[config.mk]
export PLATFORM = sky130hd
export DESIGN_NAME = workday_count_between_dates
export DESIGN_NICKNAME = d
export VERILOG_FILES = /design/src/sv/wdc_pkg.sv /design/src/sv/workday_count_between_dates.sv
export SDC_FILE = /design/constraint.sdc
export NUM_CORES = 1
export LEC_CHECK = 0
export ABC_AREA = 1
export BUFFER_PORTS_ARGS = -buffer_cell sky130_fd_sc_hd__buf_2
export CORE_ASPECT_RATIO = 1.1
export CORE_MARGIN = 2
export CORE_UTILIZATION = 59
export DETAILED_ROUTE_END_ITERATION = 10
export PLACE_DENSITY = 0.79
export SYNTH_ARGS = -nofsm -noshare
export SYNTH_HDL_FRONTEND = slang
export SYNTH_SLANG_ARGS = --single-unit
export TNS_END_PERCENT = 1
[constraint.sdc]
create_clock -name clk_i -period 6.25 [get_ports clk_i]
set_clock_uncertainty 0.2 [all_clocks]
set_input_delay 0.3125 -clock clk_i [delete_from_list [all_inputs] [get_ports clk_i]]
set_output_delay 0.3125 -clock clk_i [all_outputs]
set_load 0.005 [all_outputs]
[src/sv/wdc_pkg.sv]
// shared types, constants and calendar helpers for the workday counter
package wdc_pkg;

  // field widths
  localparam int unsigned DAY_W      = 5;
  localparam int unsigned MONTH_W    = 4;
  localparam int unsigned YEAR_W     = 14;
  localparam int unsigned COUNT_W    = 22;
  localparam int unsigned IN_DATA_W  = 48;
  localparam int unsigned OUT_DATA_W = 24;

  // default upper year bound
  localparam int unsigned YEAR_MAX_DEF = 9999;

  // saturation value of the count
  localparam int unsigned COUNT_MAX = 4194303;

  // quotient width of a 14-bit year divided by 100
  localparam int unsigned CENT_W = 8;

  // divisor width of the shared divider
  localparam int unsigned DVS_W = 7;

  localparam logic [DVS_W-1:0] DVS_CENTURY = 7'd100;
  localparam logic [DVS_W-1:0] DVS_WEEK    = 7'd7;

  // weekday codes, 0 is sunday
  localparam logic [2:0] FRIDAY   = 3'd5;
  localparam logic [2:0] SATURDAY = 3'd6;

  // weekday of serial day number s is (s + WDAY_SHIFT) mod 7
  localparam logic [2:0] WDAY_SHIFT = 3'd2;

  localparam logic [8:0] DAYS_PER_YEAR = 9'd365;

  localparam logic [MONTH_W-1:0] MONTH_JAN = 4'd1;
  localparam logic [MONTH_W-1:0] MONTH_FEB = 4'd2;
  localparam logic [MONTH_W-1:0] MONTH_DEC = 4'd12;

  // one input beat, start_day in the lowest bits, include_end in the highest
  typedef struct packed {
    logic               include_end;
    logic [YEAR_W-1:0]  end_year;
    logic [MONTH_W-1:0] end_month;
    logic [DAY_W-1:0]   end_day;
    logic [YEAR_W-1:0]  start_year;
    logic [MONTH_W-1:0] start_month;
    logic [DAY_W-1:0]   start_day;
  } item_t;

  // sequencer states
  typedef enum logic [3:0] {
    ST_IDLE,
    ST_DIV_YS,
    ST_DIV_YE,
    ST_CHECK,
    ST_SUM_S,
    ST_BASE_E,
    ST_SUM_E,
    ST_DIFF,
    ST_DIV_N,
    ST_DIV_WDAY,
    ST_TALLY,
    ST_FINISH
  } state_e;

  // days before the month in a year that starts in march
  function automatic logic [8:0] month_offset(input logic [MONTH_W-1:0] m);
    logic [8:0] off;
    unique case (m)
      4'd1:    off = 9'd306;
      4'd2:    off = 9'd337;
      4'd3:    off = 9'd0;
      4'd4:    off = 9'd31;
      4'd5:    off = 9'd61;
      4'd6:    off = 9'd92;
      4'd7:    off = 9'd122;
      4'd8:    off = 9'd153;
      4'd9:    off = 9'd184;
      4'd10:   off = 9'd214;
      4'd11:   off = 9'd245;
      4'd12:   off = 9'd275;
      default: off = 9'd0;
    endcase
    return off;
  endfunction

  // length of a month, zero for a month code that means nothing
  function automatic logic [DAY_W-1:0] month_len(input logic [MONTH_W-1:0] m,
                                                 input logic leap);
    logic [DAY_W-1:0] len;
    unique case (m)
      4'd1, 4'd3, 4'd5, 4'd7, 4'd8, 4'd10, 4'd12: len = 5'd31;
      4'd4, 4'd6, 4'd9, 4'd11:                   len = 5'd30;
      4'd2:                                      len = leap ? 5'd29 : 5'd28;
      default:                                   len = 5'd0;
    endcase
    return len;
  endfunction

  // workdays among the r days that begin with a day on weekday w
  function automatic logic [2:0] tail_days(input logic [2:0] w, input logic [2:0] r);
    logic [2:0] n;
    logic [3:0] wd;
    n = 3'd0;
    for (int i = 0; i < 6; i++) begin
      wd = 4'(w) + 4'(i);
      if (wd >= 4'd7) begin
        wd = wd - 4'd7;
      end
      if ((3'(i) < r) && (wd[2:0] != FRIDAY) && (wd[2:0] != SATURDAY)) begin
        n = n + 3'd1;
      end
    end
    return n;
  endfunction

endpackage

[src/sv/workday_count_between_dates.sv]
// Workday counter between two Gregorian dates. A start and an end date arrive in one input beat;
// the result beat carries the number of days from the start up to but not including the end whose
// weekday is neither Friday nor Saturday, plus one when include_end is set (0 or 1 when the end is
// not after the start), and flags a date with a bad month, a zero or too large day, or a year
// outside 1..YEAR_MAX, with a count of 0. A single shared divider by a constant (a multiply by the
// reciprocal, then a multiply back for the remainder) does all the division: the two years by 100,
// the span by 7 and the start day number by 7. A valid pair with the end after the start passes
// all the states; an end not after the start skips the span and weekday divisions, and an
// invalid date skips the day numbers as well. The result sits in an output register, so the next
// item is accepted while it waits; a second finished result holds the block until the first beat
// has been taken.
module workday_count_between_dates #(
  parameter int unsigned YEAR_MAX = wdc_pkg::YEAR_MAX_DEF
) (
  input  logic                             clk_i,
  input  logic                             rst_ni,
  input  logic                             s_axis_tvalid,
  output logic                             s_axis_tready,
  // start_day, start_month, start_year, end_day, end_month, end_year, include_end
  input  logic [wdc_pkg::IN_DATA_W-1:0]    s_axis_tdata,
  output logic                             m_axis_tvalid,
  input  logic                             m_axis_tready,
  // workday_count
  output logic [wdc_pkg::OUT_DATA_W-1:0]   m_axis_tdata,
  // date_invalid
  output logic [0:0]                       m_axis_tuser
);

  localparam int unsigned SER_W  = $clog2(366 * (YEAR_MAX + 1));
  localparam int unsigned DIV_W  = (SER_W > wdc_pkg::YEAR_W) ? SER_W : wdc_pkg::YEAR_W;
  localparam int unsigned SUM_W  = SER_W + 3;
  localparam int unsigned ITEM_W = $bits(wdc_pkg::item_t);

  // reciprocal scaling: seven guard bits keep the error below 1/128 of a unit
  localparam int unsigned RCP_GUARD = 7;
  localparam int unsigned RCP_SH    = DIV_W + RCP_GUARD;
  localparam int unsigned RCP_W     = DIV_W + 5;
  localparam int unsigned PROD_W    = DIV_W + RCP_SH;
  localparam logic [RCP_W-1:0] RCP_CENT =
    RCP_W'(((64'd1 << RCP_SH) + 64'(wdc_pkg::DVS_CENTURY) - 64'd1) /
           64'(wdc_pkg::DVS_CENTURY));
  localparam logic [RCP_W-1:0] RCP_WEEK =
    RCP_W'(((64'd1 << RCP_SH) + 64'(wdc_pkg::DVS_WEEK) - 64'd1) / 64'(wdc_pkg::DVS_WEEK));

  wdc_pkg::state_e state_q, state_d;
  wdc_pkg::item_t  item_q, s_item;

  logic s_hs;
  logic out_load;

  // shared divider
  logic [DIV_W-1:0]          div_num_q;
  logic [wdc_pkg::DVS_W-1:0] div_dvs_q;
  logic [DIV_W-1:0]          div_quo_q;
  logic                      div_half_q;
  logic                      div_done;
  logic [RCP_W-1:0]          rcp_sel;
  logic [PROD_W-1:0]         div_prod;
  logic [DIV_W-1:0]          div_quo_d;
  logic [wdc_pkg::DVS_W-1:0] div_back;
  logic [wdc_pkg::DVS_W-1:0] div_rem;
  logic                      div_ld;
  logic [DIV_W-1:0]          div_ld_num;
  logic [wdc_pkg::DVS_W-1:0] div_ld_dvs;

  // per-date results of the year division
  logic [wdc_pkg::CENT_W-1:0] cs_q, ce_q;
  logic [wdc_pkg::DVS_W-1:0]  rs_q, re_q;

  // day number datapath
  logic                        sel_end;
  logic [wdc_pkg::DAY_W-1:0]   d_sel;
  logic [wdc_pkg::MONTH_W-1:0] m_sel;
  logic [wdc_pkg::YEAR_W-1:0]  y_sel;
  logic [wdc_pkg::CENT_W-1:0]  c_sel;
  logic [wdc_pkg::DVS_W-1:0]   r_sel;
  logic                        early;
  logic [wdc_pkg::YEAR_W-1:0]  yy_sel;
  logic [wdc_pkg::CENT_W-1:0]  cyy_sel;
  logic [SER_W-1:0]            base_val;
  logic [SER_W-1:0]            term_val;
  logic [SER_W-1:0]            base_q;
  logic [SER_W-1:0]            ser_s_q, ser_e_q;

  // validity
  logic leap_s, leap_e, ok_s, ok_e, dates_ok;

  // tally
  logic [SER_W-1:0]           quo_q;
  logic [2:0]                 rmd_q;
  logic [2:0]                 wday_q;
  logic [3:0]                 wday_raw;
  logic [2:0]                 wday_nxt;
  logic [SUM_W-1:0]           tally_wide;
  logic [wdc_pkg::COUNT_W-1:0] tally_cnt;

  // result and output registers
  logic [wdc_pkg::COUNT_W-1:0] res_cnt_q, out_cnt_q;
  logic                        res_inv_q, out_inv_q;
  logic                        out_valid_q;

  assign s_item = wdc_pkg::item_t'(s_axis_tdata[ITEM_W-1:0]);
  assign s_hs   = s_axis_tvalid && s_axis_tready;

  // quotient by reciprocal multiply, remainder by multiply back in the low bits
  assign rcp_sel   = (div_dvs_q == wdc_pkg::DVS_WEEK) ? RCP_WEEK : RCP_CENT;
  assign div_prod  = PROD_W'(div_num_q) * PROD_W'(rcp_sel);
  assign div_quo_d = div_prod[RCP_SH +: DIV_W];
  assign div_back  = div_quo_q[wdc_pkg::DVS_W-1:0] * div_dvs_q;
  assign div_rem   = div_num_q[wdc_pkg::DVS_W-1:0] - div_back;
  assign div_done  = div_half_q;

  // leap year from year mod 100 and year div 100
  assign leap_s = ((item_q.start_year[1:0] == 2'd0) && (rs_q != '0)) ||
                  ((rs_q == '0) && (cs_q[1:0] == 2'd0));
  assign leap_e = ((item_q.end_year[1:0] == 2'd0) && (re_q != '0)) ||
                  ((re_q == '0) && (ce_q[1:0] == 2'd0));

  // calendar checks on both dates
  assign ok_s = (item_q.start_year != '0) && (32'(item_q.start_year) <= YEAR_MAX) &&
                (item_q.start_month >= wdc_pkg::MONTH_JAN) &&
                (item_q.start_month <= wdc_pkg::MONTH_DEC) &&
                (item_q.start_day != '0) &&
                (item_q.start_day <= wdc_pkg::month_len(item_q.start_month, leap_s));
  assign ok_e = (item_q.end_year != '0) && (32'(item_q.end_year) <= YEAR_MAX) &&
                (item_q.end_month >= wdc_pkg::MONTH_JAN) &&
                (item_q.end_month <= wdc_pkg::MONTH_DEC) &&
                (item_q.end_day != '0) &&
                (item_q.end_day <= wdc_pkg::month_len(item_q.end_month, leap_e));
  assign dates_ok = ok_s && ok_e;

  // date select for the shared day number unit
  assign sel_end = (state_q == wdc_pkg::ST_BASE_E) || (state_q == wdc_pkg::ST_SUM_E);
  assign d_sel   = sel_end ? item_q.end_day   : item_q.start_day;
  assign m_sel   = sel_end ? item_q.end_month : item_q.start_month;
  assign y_sel   = sel_end ? item_q.end_year  : item_q.start_year;
  assign c_sel   = sel_end ? ce_q : cs_q;
  assign r_sel   = sel_end ? re_q : rs_q;

  // january and february count to the previous year
  assign early   = m_sel <= wdc_pkg::MONTH_FEB;
  assign yy_sel  = y_sel - wdc_pkg::YEAR_W'(early);
  assign cyy_sel = c_sel - wdc_pkg::CENT_W'(early && (r_sel == '0));

  // day number in two passes: days of whole years, months and days, then leap corrections
  assign base_val = SER_W'(yy_sel) * SER_W'(wdc_pkg::DAYS_PER_YEAR) + SER_W'(d_sel) +
                    SER_W'(wdc_pkg::month_offset(m_sel));
  assign term_val = base_q + SER_W'(yy_sel >> 2) - SER_W'(cyy_sel) + SER_W'(cyy_sel >> 2);

  // weekday of the start from its day number mod 7
  assign wday_raw = 4'(div_rem[2:0]) + 4'(wdc_pkg::WDAY_SHIFT);
  assign wday_nxt = (wday_raw >= 4'd7) ? 3'(wday_raw - 4'd7) : wday_raw[2:0];

  // five workdays per full week, the rest by table, plus include_end, then saturate
  assign tally_wide = (SUM_W'(quo_q) << 2) + SUM_W'(quo_q) +
                      SUM_W'(wdc_pkg::tail_days(wday_q, rmd_q)) + SUM_W'(item_q.include_end);
  assign tally_cnt  = (32'(tally_wide) > wdc_pkg::COUNT_MAX) ?
                      wdc_pkg::COUNT_W'(wdc_pkg::COUNT_MAX) : wdc_pkg::COUNT_W'(tally_wide);

  // next state
  always_comb begin
    state_d = state_q;
    unique case (state_q)
      wdc_pkg::ST_IDLE: begin
        if (s_hs) state_d = wdc_pkg::ST_DIV_YS;
      end
      wdc_pkg::ST_DIV_YS: begin
        if (div_done) state_d = wdc_pkg::ST_DIV_YE;
      end
      wdc_pkg::ST_DIV_YE: begin
        if (div_done) state_d = wdc_pkg::ST_CHECK;
      end
      wdc_pkg::ST_CHECK: begin
        state_d = dates_ok ? wdc_pkg::ST_SUM_S : wdc_pkg::ST_FINISH;
      end
      wdc_pkg::ST_SUM_S:  state_d = wdc_pkg::ST_BASE_E;
      wdc_pkg::ST_BASE_E: state_d = wdc_pkg::ST_SUM_E;
      wdc_pkg::ST_SUM_E:  state_d = wdc_pkg::ST_DIFF;
      wdc_pkg::ST_DIFF: begin
        state_d = (ser_e_q > ser_s_q) ? wdc_pkg::ST_DIV_N : wdc_pkg::ST_FINISH;
      end
      wdc_pkg::ST_DIV_N: begin
        if (div_done) state_d = wdc_pkg::ST_DIV_WDAY;
      end
      wdc_pkg::ST_DIV_WDAY: begin
        if (div_done) state_d = wdc_pkg::ST_TALLY;
      end
      wdc_pkg::ST_TALLY:  state_d = wdc_pkg::ST_FINISH;
      wdc_pkg::ST_FINISH: begin
        if (!out_valid_q || m_axis_tready) state_d = wdc_pkg::ST_IDLE;
      end
      default: state_d = wdc_pkg::ST_IDLE;
    endcase
  end

  // divider loads and handshake outputs
  always_comb begin
    div_ld     = 1'b0;
    div_ld_num = '0;
    div_ld_dvs = wdc_pkg::DVS_CENTURY;
    unique case (state_q)
      wdc_pkg::ST_IDLE: begin
        div_ld     = s_hs;
        div_ld_num = DIV_W'(s_item.start_year);
      end
      wdc_pkg::ST_DIV_YS: begin
        div_ld     = div_done;
        div_ld_num = DIV_W'(item_q.end_year);
      end
      wdc_pkg::ST_DIFF: begin
        div_ld     = ser_e_q > ser_s_q;
        div_ld_num = DIV_W'(ser_e_q - ser_s_q);
        div_ld_dvs = wdc_pkg::DVS_WEEK;
      end
      wdc_pkg::ST_DIV_N: begin
        div_ld     = div_done;
        div_ld_num = DIV_W'(ser_s_q);
        div_ld_dvs = wdc_pkg::DVS_WEEK;
      end
      default: begin
        div_ld = 1'b0;
      end
    endcase
  end

  assign s_axis_tready = state_q == wdc_pkg::ST_IDLE;
  assign out_load      = (state_q == wdc_pkg::ST_FINISH) && (!out_valid_q || m_axis_tready);

  // control registers
  always_ff @(posedge clk_i or negedge rst_ni) begin
    if (!rst_ni) begin
      state_q     <= wdc_pkg::ST_IDLE;
      div_half_q  <= 1'b0;
      out_valid_q <= 1'b0;
    end else begin
      state_q <= state_d;
      if (div_ld) begin
        div_half_q <= 1'b0;
      end else if ((state_q == wdc_pkg::ST_DIV_YS) || (state_q == wdc_pkg::ST_DIV_YE) ||
                   (state_q == wdc_pkg::ST_DIV_N)  || (state_q == wdc_pkg::ST_DIV_WDAY)) begin
        div_half_q <= !div_half_q;
      end
      if (out_load) begin
        out_valid_q <= 1'b1;
      end else if (m_axis_tready) begin
        out_valid_q <= 1'b0;
      end
    end
  end

  // divider registers, quotient in the cycle after the operand
  always_ff @(posedge clk_i) begin
    if (div_ld) begin
      div_num_q <= div_ld_num;
      div_dvs_q <= div_ld_dvs;
    end
    div_quo_q <= div_quo_d;
  end

  // datapath registers
  always_ff @(posedge clk_i) begin
    if (s_hs) begin
      item_q <= s_item;
    end
    unique case (state_q)
      wdc_pkg::ST_DIV_YS: begin
        if (div_done) begin
          cs_q <= div_quo_q[wdc_pkg::CENT_W-1:0];
          rs_q <= div_rem;
        end
      end
      wdc_pkg::ST_DIV_YE: begin
        if (div_done) begin
          ce_q <= div_quo_q[wdc_pkg::CENT_W-1:0];
          re_q <= div_rem;
        end
      end
      wdc_pkg::ST_CHECK: begin
        base_q    <= base_val;
        res_cnt_q <= '0;
        res_inv_q <= 1'b1;
      end
      wdc_pkg::ST_SUM_S:  ser_s_q <= term_val;
      wdc_pkg::ST_BASE_E: base_q  <= base_val;
      wdc_pkg::ST_SUM_E:  ser_e_q <= term_val;
      wdc_pkg::ST_DIFF: begin
        res_cnt_q <= wdc_pkg::COUNT_W'(item_q.include_end);
        res_inv_q <= 1'b0;
      end
      wdc_pkg::ST_DIV_N: begin
        if (div_done) begin
          quo_q <= div_quo_q[SER_W-1:0];
          rmd_q <= div_rem[2:0];
        end
      end
      wdc_pkg::ST_DIV_WDAY: begin
        if (div_done) wday_q <= wday_nxt;
      end
      wdc_pkg::ST_TALLY: begin
        res_cnt_q <= tally_cnt;
        res_inv_q <= 1'b0;
      end
      default: begin
      end
    endcase
    if (out_load) begin
      out_cnt_q <= res_cnt_q;
      out_inv_q <= res_inv_q;
    end
  end

  assign m_axis_tvalid   = out_valid_q;
  assign m_axis_tdata    = wdc_pkg::OUT_DATA_W'(out_cnt_q);
  assign m_axis_tuser[0] = out_inv_q;

`ifndef SYNTHESIS
  // one item at a time: an accept drops ready on the next cycle
  a_busy_after_accept: assert property (@(posedge clk_i) disable iff (!rst_ni)
    s_axis_tvalid && s_axis_tready |=> !s_axis_tready)
    else $error("ready stayed high after an accepted beat");

  // a flagged date always carries a zero count
  a_invalid_zero: assert property (@(posedge clk_i) disable iff (!rst_ni)
    m_axis_tvalid && m_axis_tuser[0] |-> m_axis_tdata[wdc_pkg::COUNT_W-1:0] == '0)
    else $error("invalid date beat with nonzero count");

  // the span division only runs on a positive span
  a_span_positive: assert property (@(posedge clk_i) disable iff (!rst_ni)
    state_q == wdc_pkg::ST_DIV_N |-> ser_e_q > ser_s_q)
    else $error("span division entered with end not after start");
`endif

endmodule
# Word level (Yosys, flattened, before mapping)
# Memory sizes are Yosys's and may differ from the RTL's.
# Cells that the tools add are included.
[word_totals] mem_bits_ro=144 in_bits=52 register_bits=270 word_cells=251 output_inout_bits=27 mem_count=1
[memory_table] memory="(no name shown)" depth=16 width=9 rd=1 rd_clocked_by_memory_dff=0 write_ports=0 line="wdc_pkg.sv:70" source="unique case (m)"
[op_classes] addsub=30 n_eq_ne=54 mul=3 n_lt_le_gt_ge=24 muxes=42 reduce_logical=70
[ops] op="$pmux 22 s4" n=1
[ops] op="$pmux 22 s3" n=1
[ops] op="$eq 4x4->1 const B" n=14
[ops] op="$mul 22x27->49" n=1
[ops] op="$eq 4x3->1 const B" n=12
[ops] op="$pmux 4 s12" n=1
[ops] op="$mux 3" n=12
[ops] op="$ne 3x3->1 const B" n=12
[ops] op="$mux 4" n=8
[ops] op="$logic_and 1x1->1" n=30
[ops] op="$pmux 5 s3" n=2
[ops] op="$le 14x14->1 const B" n=2
[ops] op="$reduce_bool 14->1" n=2
[ops] op="$mux 27" n=1
[ops] op="$add 24x1->25" n=1
[ops] op="$gt 25x22->1 const B" n=1
[ops] op="$add 23x3->24" n=1
[ops] op="$eq 4x2->1 const B" n=6
[ops] op="$ge 4x3->1 const B" n=6
[ops] op="$add 22x20->23" n=1
[ops] op="$add 22x12->22" n=1
[ops] op="$add 22x5->22" n=1
[ops] op="$add 22x6->22" n=1
[ops] op="$add 22x9->22" n=1
[ops] op="other kinds (48)" n=104

# Depth between registers and ports, before layout
[logic_depth] word_depth=21 depth_mapped=41 depth_no_buf=41

# Least setup slack after synthesis
# Ideal clock, no wire load.
[synth_path] kind="reg-to-reg" start="register state_q[3]" end="register base_q[21], data pin" slack_ps=-580 path_stages_with_launch=35 synth_period_minus_slack_ps=6830 path_buffers=2 t_arrival_ps=6377 setup_time_ps=254 t_required_ps=5796 cell_sequence="dfrtp_1 > nor2_4 > nand3_4 > buf_6 > buf_4 > nand2_1 > o21ai_0 > inv_1 > ha_1 > inv_1 > a21oi_2 > ha_1 > ha_1 > inv_1 > nor2_2 > nand2_1 > nor2_2 > nand3_1 > xor2_1 > inv_2 > ha_1 > fa_1 > inv_1 > fa_1 > fa_1 > inv_1 > ha_1 > ha_1 > nand2_1 > nor2_1 > nand2_1 > o311ai_0 > inv_1 > nand3_1 > nand2_1"
[synth_via] elab_chain_len=8 elab_cells_between_ends=12 cone_classes="add/sub: 3; mul: 1; order compare: 1; eq/ne: 2; mux: 3; reduce/logical: 1; memory: 1"
[synth_lines] item="from (decl)" line="workday_count_between_dates.sv:45" source="wdc_pkg::state_e state_q, state_d;"
[synth_lines] item="from (signal assigned)" line="workday_count_between_dates.sv:232" source="state_q <= wdc_pkg::ST_IDLE;"
[synth_lines] item="from (signal assigned)" line="workday_count_between_dates.sv:236" source="state_q <= state_d;"
[synth_lines] item="$eq 4x3->1" line="workday_count_between_dates.sv:133" source="assign sel_end = (state_q == wdc_pkg::ST_BASE_E) || (state_q == wdc_pkg::ST_SUM_E);"
[synth_lines] item="$logic_or 1x1->1 (*)" line="workday_count_between_dates.sv:133"
[synth_lines] item="$mux 4" line="workday_count_between_dates.sv:135" source="assign m_sel = sel_end ? item_q.end_month : item_q.start_month;"
[synth_lines] item="$le 4x2->1" line="workday_count_between_dates.sv:141" source="assign early = m_sel <= wdc_pkg::MONTH_FEB;"
[synth_lines] item="$sub 14x1->14" line="workday_count_between_dates.sv:142" source="assign yy_sel = y_sel - wdc_pkg::YEAR_W'(early);"
[synth_lines] item="$mul 14x9->22" line="workday_count_between_dates.sv:146" source="assign base_val = SER_W'(yy_sel) * SER_W'(wdc_pkg::DAYS_PER_YEAR) + SER_W'(d_sel) +"
[synth_lines] item="$add 22x5->22" line="workday_count_between_dates.sv:146"
[synth_lines] item="$add 22x9->22 (*)" line="workday_count_between_dates.sv:146"
[synth_lines] item="net base_val[21]" line="workday_count_between_dates.sv:80" source="logic [SER_W-1:0] base_val;"
[synth_lines] item="to (signal assigned)" line="workday_count_between_dates.sv:279" source="base_q <= base_val;"
[synth_lines] item="to (signal assigned)" line="workday_count_between_dates.sv:284" source="wdc_pkg::ST_BASE_E: base_q <= base_val;"
[synth_lines] item="to (decl)" line="workday_count_between_dates.sv:82" source="logic [SER_W-1:0] base_q;"
# The timed path passes the listed nets; every way through them passes the cells marked *.
# A chain may end at the register's enable or synchronous reset.

# Worst setup path after layout
[layout_path] start="register div_dvs_q[1] (netlist bit)" end="register div_quo_q[10]"
[layout_via] elab_chain_len=3
[layout_lines] item="from (decl)" line="workday_count_between_dates.sv:53" source="logic [wdc_pkg::DVS_W-1:0] div_dvs_q;"
[layout_lines] item="from (signal assigned)" line="workday_count_between_dates.sv:255" source="div_dvs_q <= div_ld_dvs;"
[layout_lines] item="$eq 7x3->1" line="workday_count_between_dates.sv:106" source="assign rcp_sel = (div_dvs_q == wdc_pkg::DVS_WEEK) ? RCP_WEEK : RCP_CENT;"
[layout_lines] item="$mux 27" line="workday_count_between_dates.sv:106"
[layout_lines] item="$mul 22x27->49" line="workday_count_between_dates.sv:107" source="assign div_prod = PROD_W'(div_num_q) * PROD_W'(rcp_sel);"
[layout_lines] item="net div_prod[39]" line="workday_count_between_dates.sv:58" source="logic [PROD_W-1:0] div_prod;"
[layout_lines] item="to (signal assigned)" line="workday_count_between_dates.sv:257" source="div_quo_q <= div_quo_d;"
[layout_lines] item="to (decl)" line="workday_count_between_dates.sv:54" source="logic [DIV_W-1:0] div_quo_q;"
# The timed path passes the listed nets, and every way through them passes these cells.

==> qor.yml <==
first_pass_iters: 5
start_util_pct: 59.91
rows: 88
critPathSlowestCell: "fa_1"
cts.path.max_buffers: 3
max_freq_mhz: 156.1
ys_top_cells_by_area: "edfxtp_1, fa_1, ha_1"
io_pins: 79
synth_largest_area_cell: "edfxtp_1"
finalMaxSlewViolations: 0
status: "finished with violations"
drv_cap: 0
post-route-drc-count: 0
die_width_um: 224.4
place.gp.congestion: 0.9927
cp_max_fo: 11
antenna_found_initial: 1
start_kind: "flop"
fin_ws_ns: -0.1555
grt_start_max_net_pins: 49
die-area_mm2: 0.05531
worstPathArrival_ns: 6.68
yosysMostFrequentCell: "inv_1"
period_share_pct: 102.5
grt-ovfl-total: 0
postRouteAntennaNets: 0
ys_types: 57
failed_checks: "setup timing"
place_inst: 4547
drive_above_1_share_pct: 20.71
routed_via_density: 5.528
min_from: "s_axis_tvalid"
crit_top_cell: "fa_1"
finalCoreUtilization_pct: 73.67
insertedDiodeCount: 0
ctsRootBufferMaster: "clkbuf_16"
worstPathRequired_ns: 6.53
wirelength_um: 91670
rsz0062_at_grt: "true"
multiInputGateArea_mm2: 0.02263
cts_made_buffers: 28
drt_iter0_drc: 1746
regArea_mm2: 0.007727
h-tree-depth: 1
end_kind: "flop"
syn_inst: 3471
hold_viol: 0
final.min_clock_period_ns: 6.405
grt_pass1_vias: 27180
cp-startpoint: "div_dvs_q[1]"
setup_tns_ns: -2.121
synth-main-ff-cell: "edfxtp_1"
final_nets: 4850
routed-via-count: 25810
slew_headroom_pct: 17.87
cpPeakStageDelay_ns: 0.55
worstReg2RegStart: "div_dvs_q[1]"
area_growth_pct: 22.97
port_buffers: 75
critPathKind: "reg2reg"
postSynth.asyncResetShare_pct: 2.264
syn_area_mm2: 0.03153
synth-edff-count: 239
cts.sinks: 265
cts_tree: "done"
synth-warning-count: 0
finalSetupViolCount: 28
ys_seq_area_share_pct: 24.51
ys_ff_latch: 265
nFillCells: 3681
synth_common_cells: "inv_1, ha_1, nand2_1, fa_1, nor2_1"
layout.cells.non_filler: 4669
clkSlewWorstSetupHoldPaths_ns: 0.07
yosysTopAreaCellShare_pct: 22.76
syn_area_per_cell_um2: 9.084
die_y_um: 246.5
post_drt_wl_per_cell_um: 19.63
grt_pass1_wl_um: 143000
worstSkewPairLatency_ns: 0.59
tightestPinTransition_ns: 1.225
hold_path.class: "in2reg"
grt_use_total_pct: 33.78
core_area_mm2: 0.05263
dpl.hpwl_um: 74830
==> flip-flops by register name, summed over array words and instances (netlist names) <==
register	cells
div_quo_q	20
state_q	4
base_q	22
re_q	7
wday_q	3
quo_q	20
rs_q	7
m_axis_tuser	1
rmd_q	3
div_dvs_q	2
res_inv_q	1
div_num_q	22
item_q	47
ce_q	8
out_cnt_q	22
ser_e_q	22
div_done	1
ser_s_q	22
res_cnt_q	22
m_axis_tvalid	1
cs_q	8
==> routing by layer <==
layer	wire (µm)	part of all wire (%)	track usage, %	vias up
li1	-	-	-	12110
met1	32250	35	37.50	12260
met2	46570	51	61.67	1071
met3	5943	6.5	4.580	375
met4	6903	7.5	19.96	0
met5	0	0	0	-
==> cells by family after synthesis <==
family	share of synthesized area, %
AND/OR/NAND/NOR	12.92
buffers and inverters	10.16
adder cells (fa/ha/maj)	40.92
AO/OA/AOI/OAI	8.277
flip-flops	24.51
XOR/XNOR	2.996
multiplexers	0.2024
other	0.02382
==> cell type report <==
cell class	instances	area share, %
Tap cell	675	2.178
Clock inverter	10	0.3033
Multi-Input combinational cell	2400	58.35
Sequential cell	265	19.93
Timing Repair Buffer	470	9.280
Inverter	810	7.854
Clock buffer	39	2.101
==> metrics by stage <==
stage / setup WS, ns / hold slack (ns) / cell area [µm²]
3_5_place_dp: -0.3792 / -0.03230 / 35610
6_report: -0.1555 / 0.04054 / 38770
5_1_grt: -0.3855 / 0.07884 / 38770
4_1_cts: -0.1090 / 0.01791 / 38040
3_3_place_gp: -0.3019 / -0.03393 / 35610
2_1_floorplan: -0.03065 / -0.1831 / 32080
==> placed cells by master (no fill, tap or decap), types with 28 or more instances in the layout <==
cell,n
fa_1,313
inv_1,777
nand3_1,80
inv_2,32
ha_1,415
a21oi_2,32
o21ai_0,119
buf_4,331
buf_2,75
o21ai_1,33
dlygate4sd3_1,50
nor3_1,28
nor2_2,45
edfxtp_1,239
nand2_1,439
clkbuf_16,30
xor2_1,49
ha_4,58
conb_1,38
fa_2,34
nand4_1,39
xnor2_1,36
a21oi_1,141
nor2_1,213
nand2_2,34
==> what timing repair did <==
action / 4_1_cts / 5_1_grt
buffers inserted: 14 / 8
gates resized for setup: 172 / 182
gates cloned: 2 / 0
setup endpoints to repair: 34 / 74
pin swaps: 97 / 113
hold endpoints to repair: 63 / 0
hold buffers: 50 / 0
==> critical path: cells and delay by family (launching register included) <==
kind / cells / cell delay (ns)
DFF: 1 / 0.41
AOI/OAI and AO/OA: 1 / 0.19
adders and majority gates: 8 / 3.80
buffers and inverters: 7 / 0.72
and+or+nand+nor: 10 / 0.97
==> final timing paths <==
| path | endpoint | slack (ns) | cells past startpoint |
|---|---|---|---|
| setup / recovery | div_quo_q[10] | -0.16 | 26 |
| hold / removal | state_q[0] | 0.04 | 5 |
| setup reg to reg | div_quo_q[10] | -0.16 | 26 |
| hold reg to reg | quo_q[14] | 0.21 | 0 |
| max in group asynchronous | state_q[2] | 5.03 | 3 |
| min in group asynchronous | m_axis_tvalid | 0.53 | 3 |
Power is left out: the tool's default activity adds up to more than one toggle a clock period on the data nets, which glitch-free logic cannot reach.
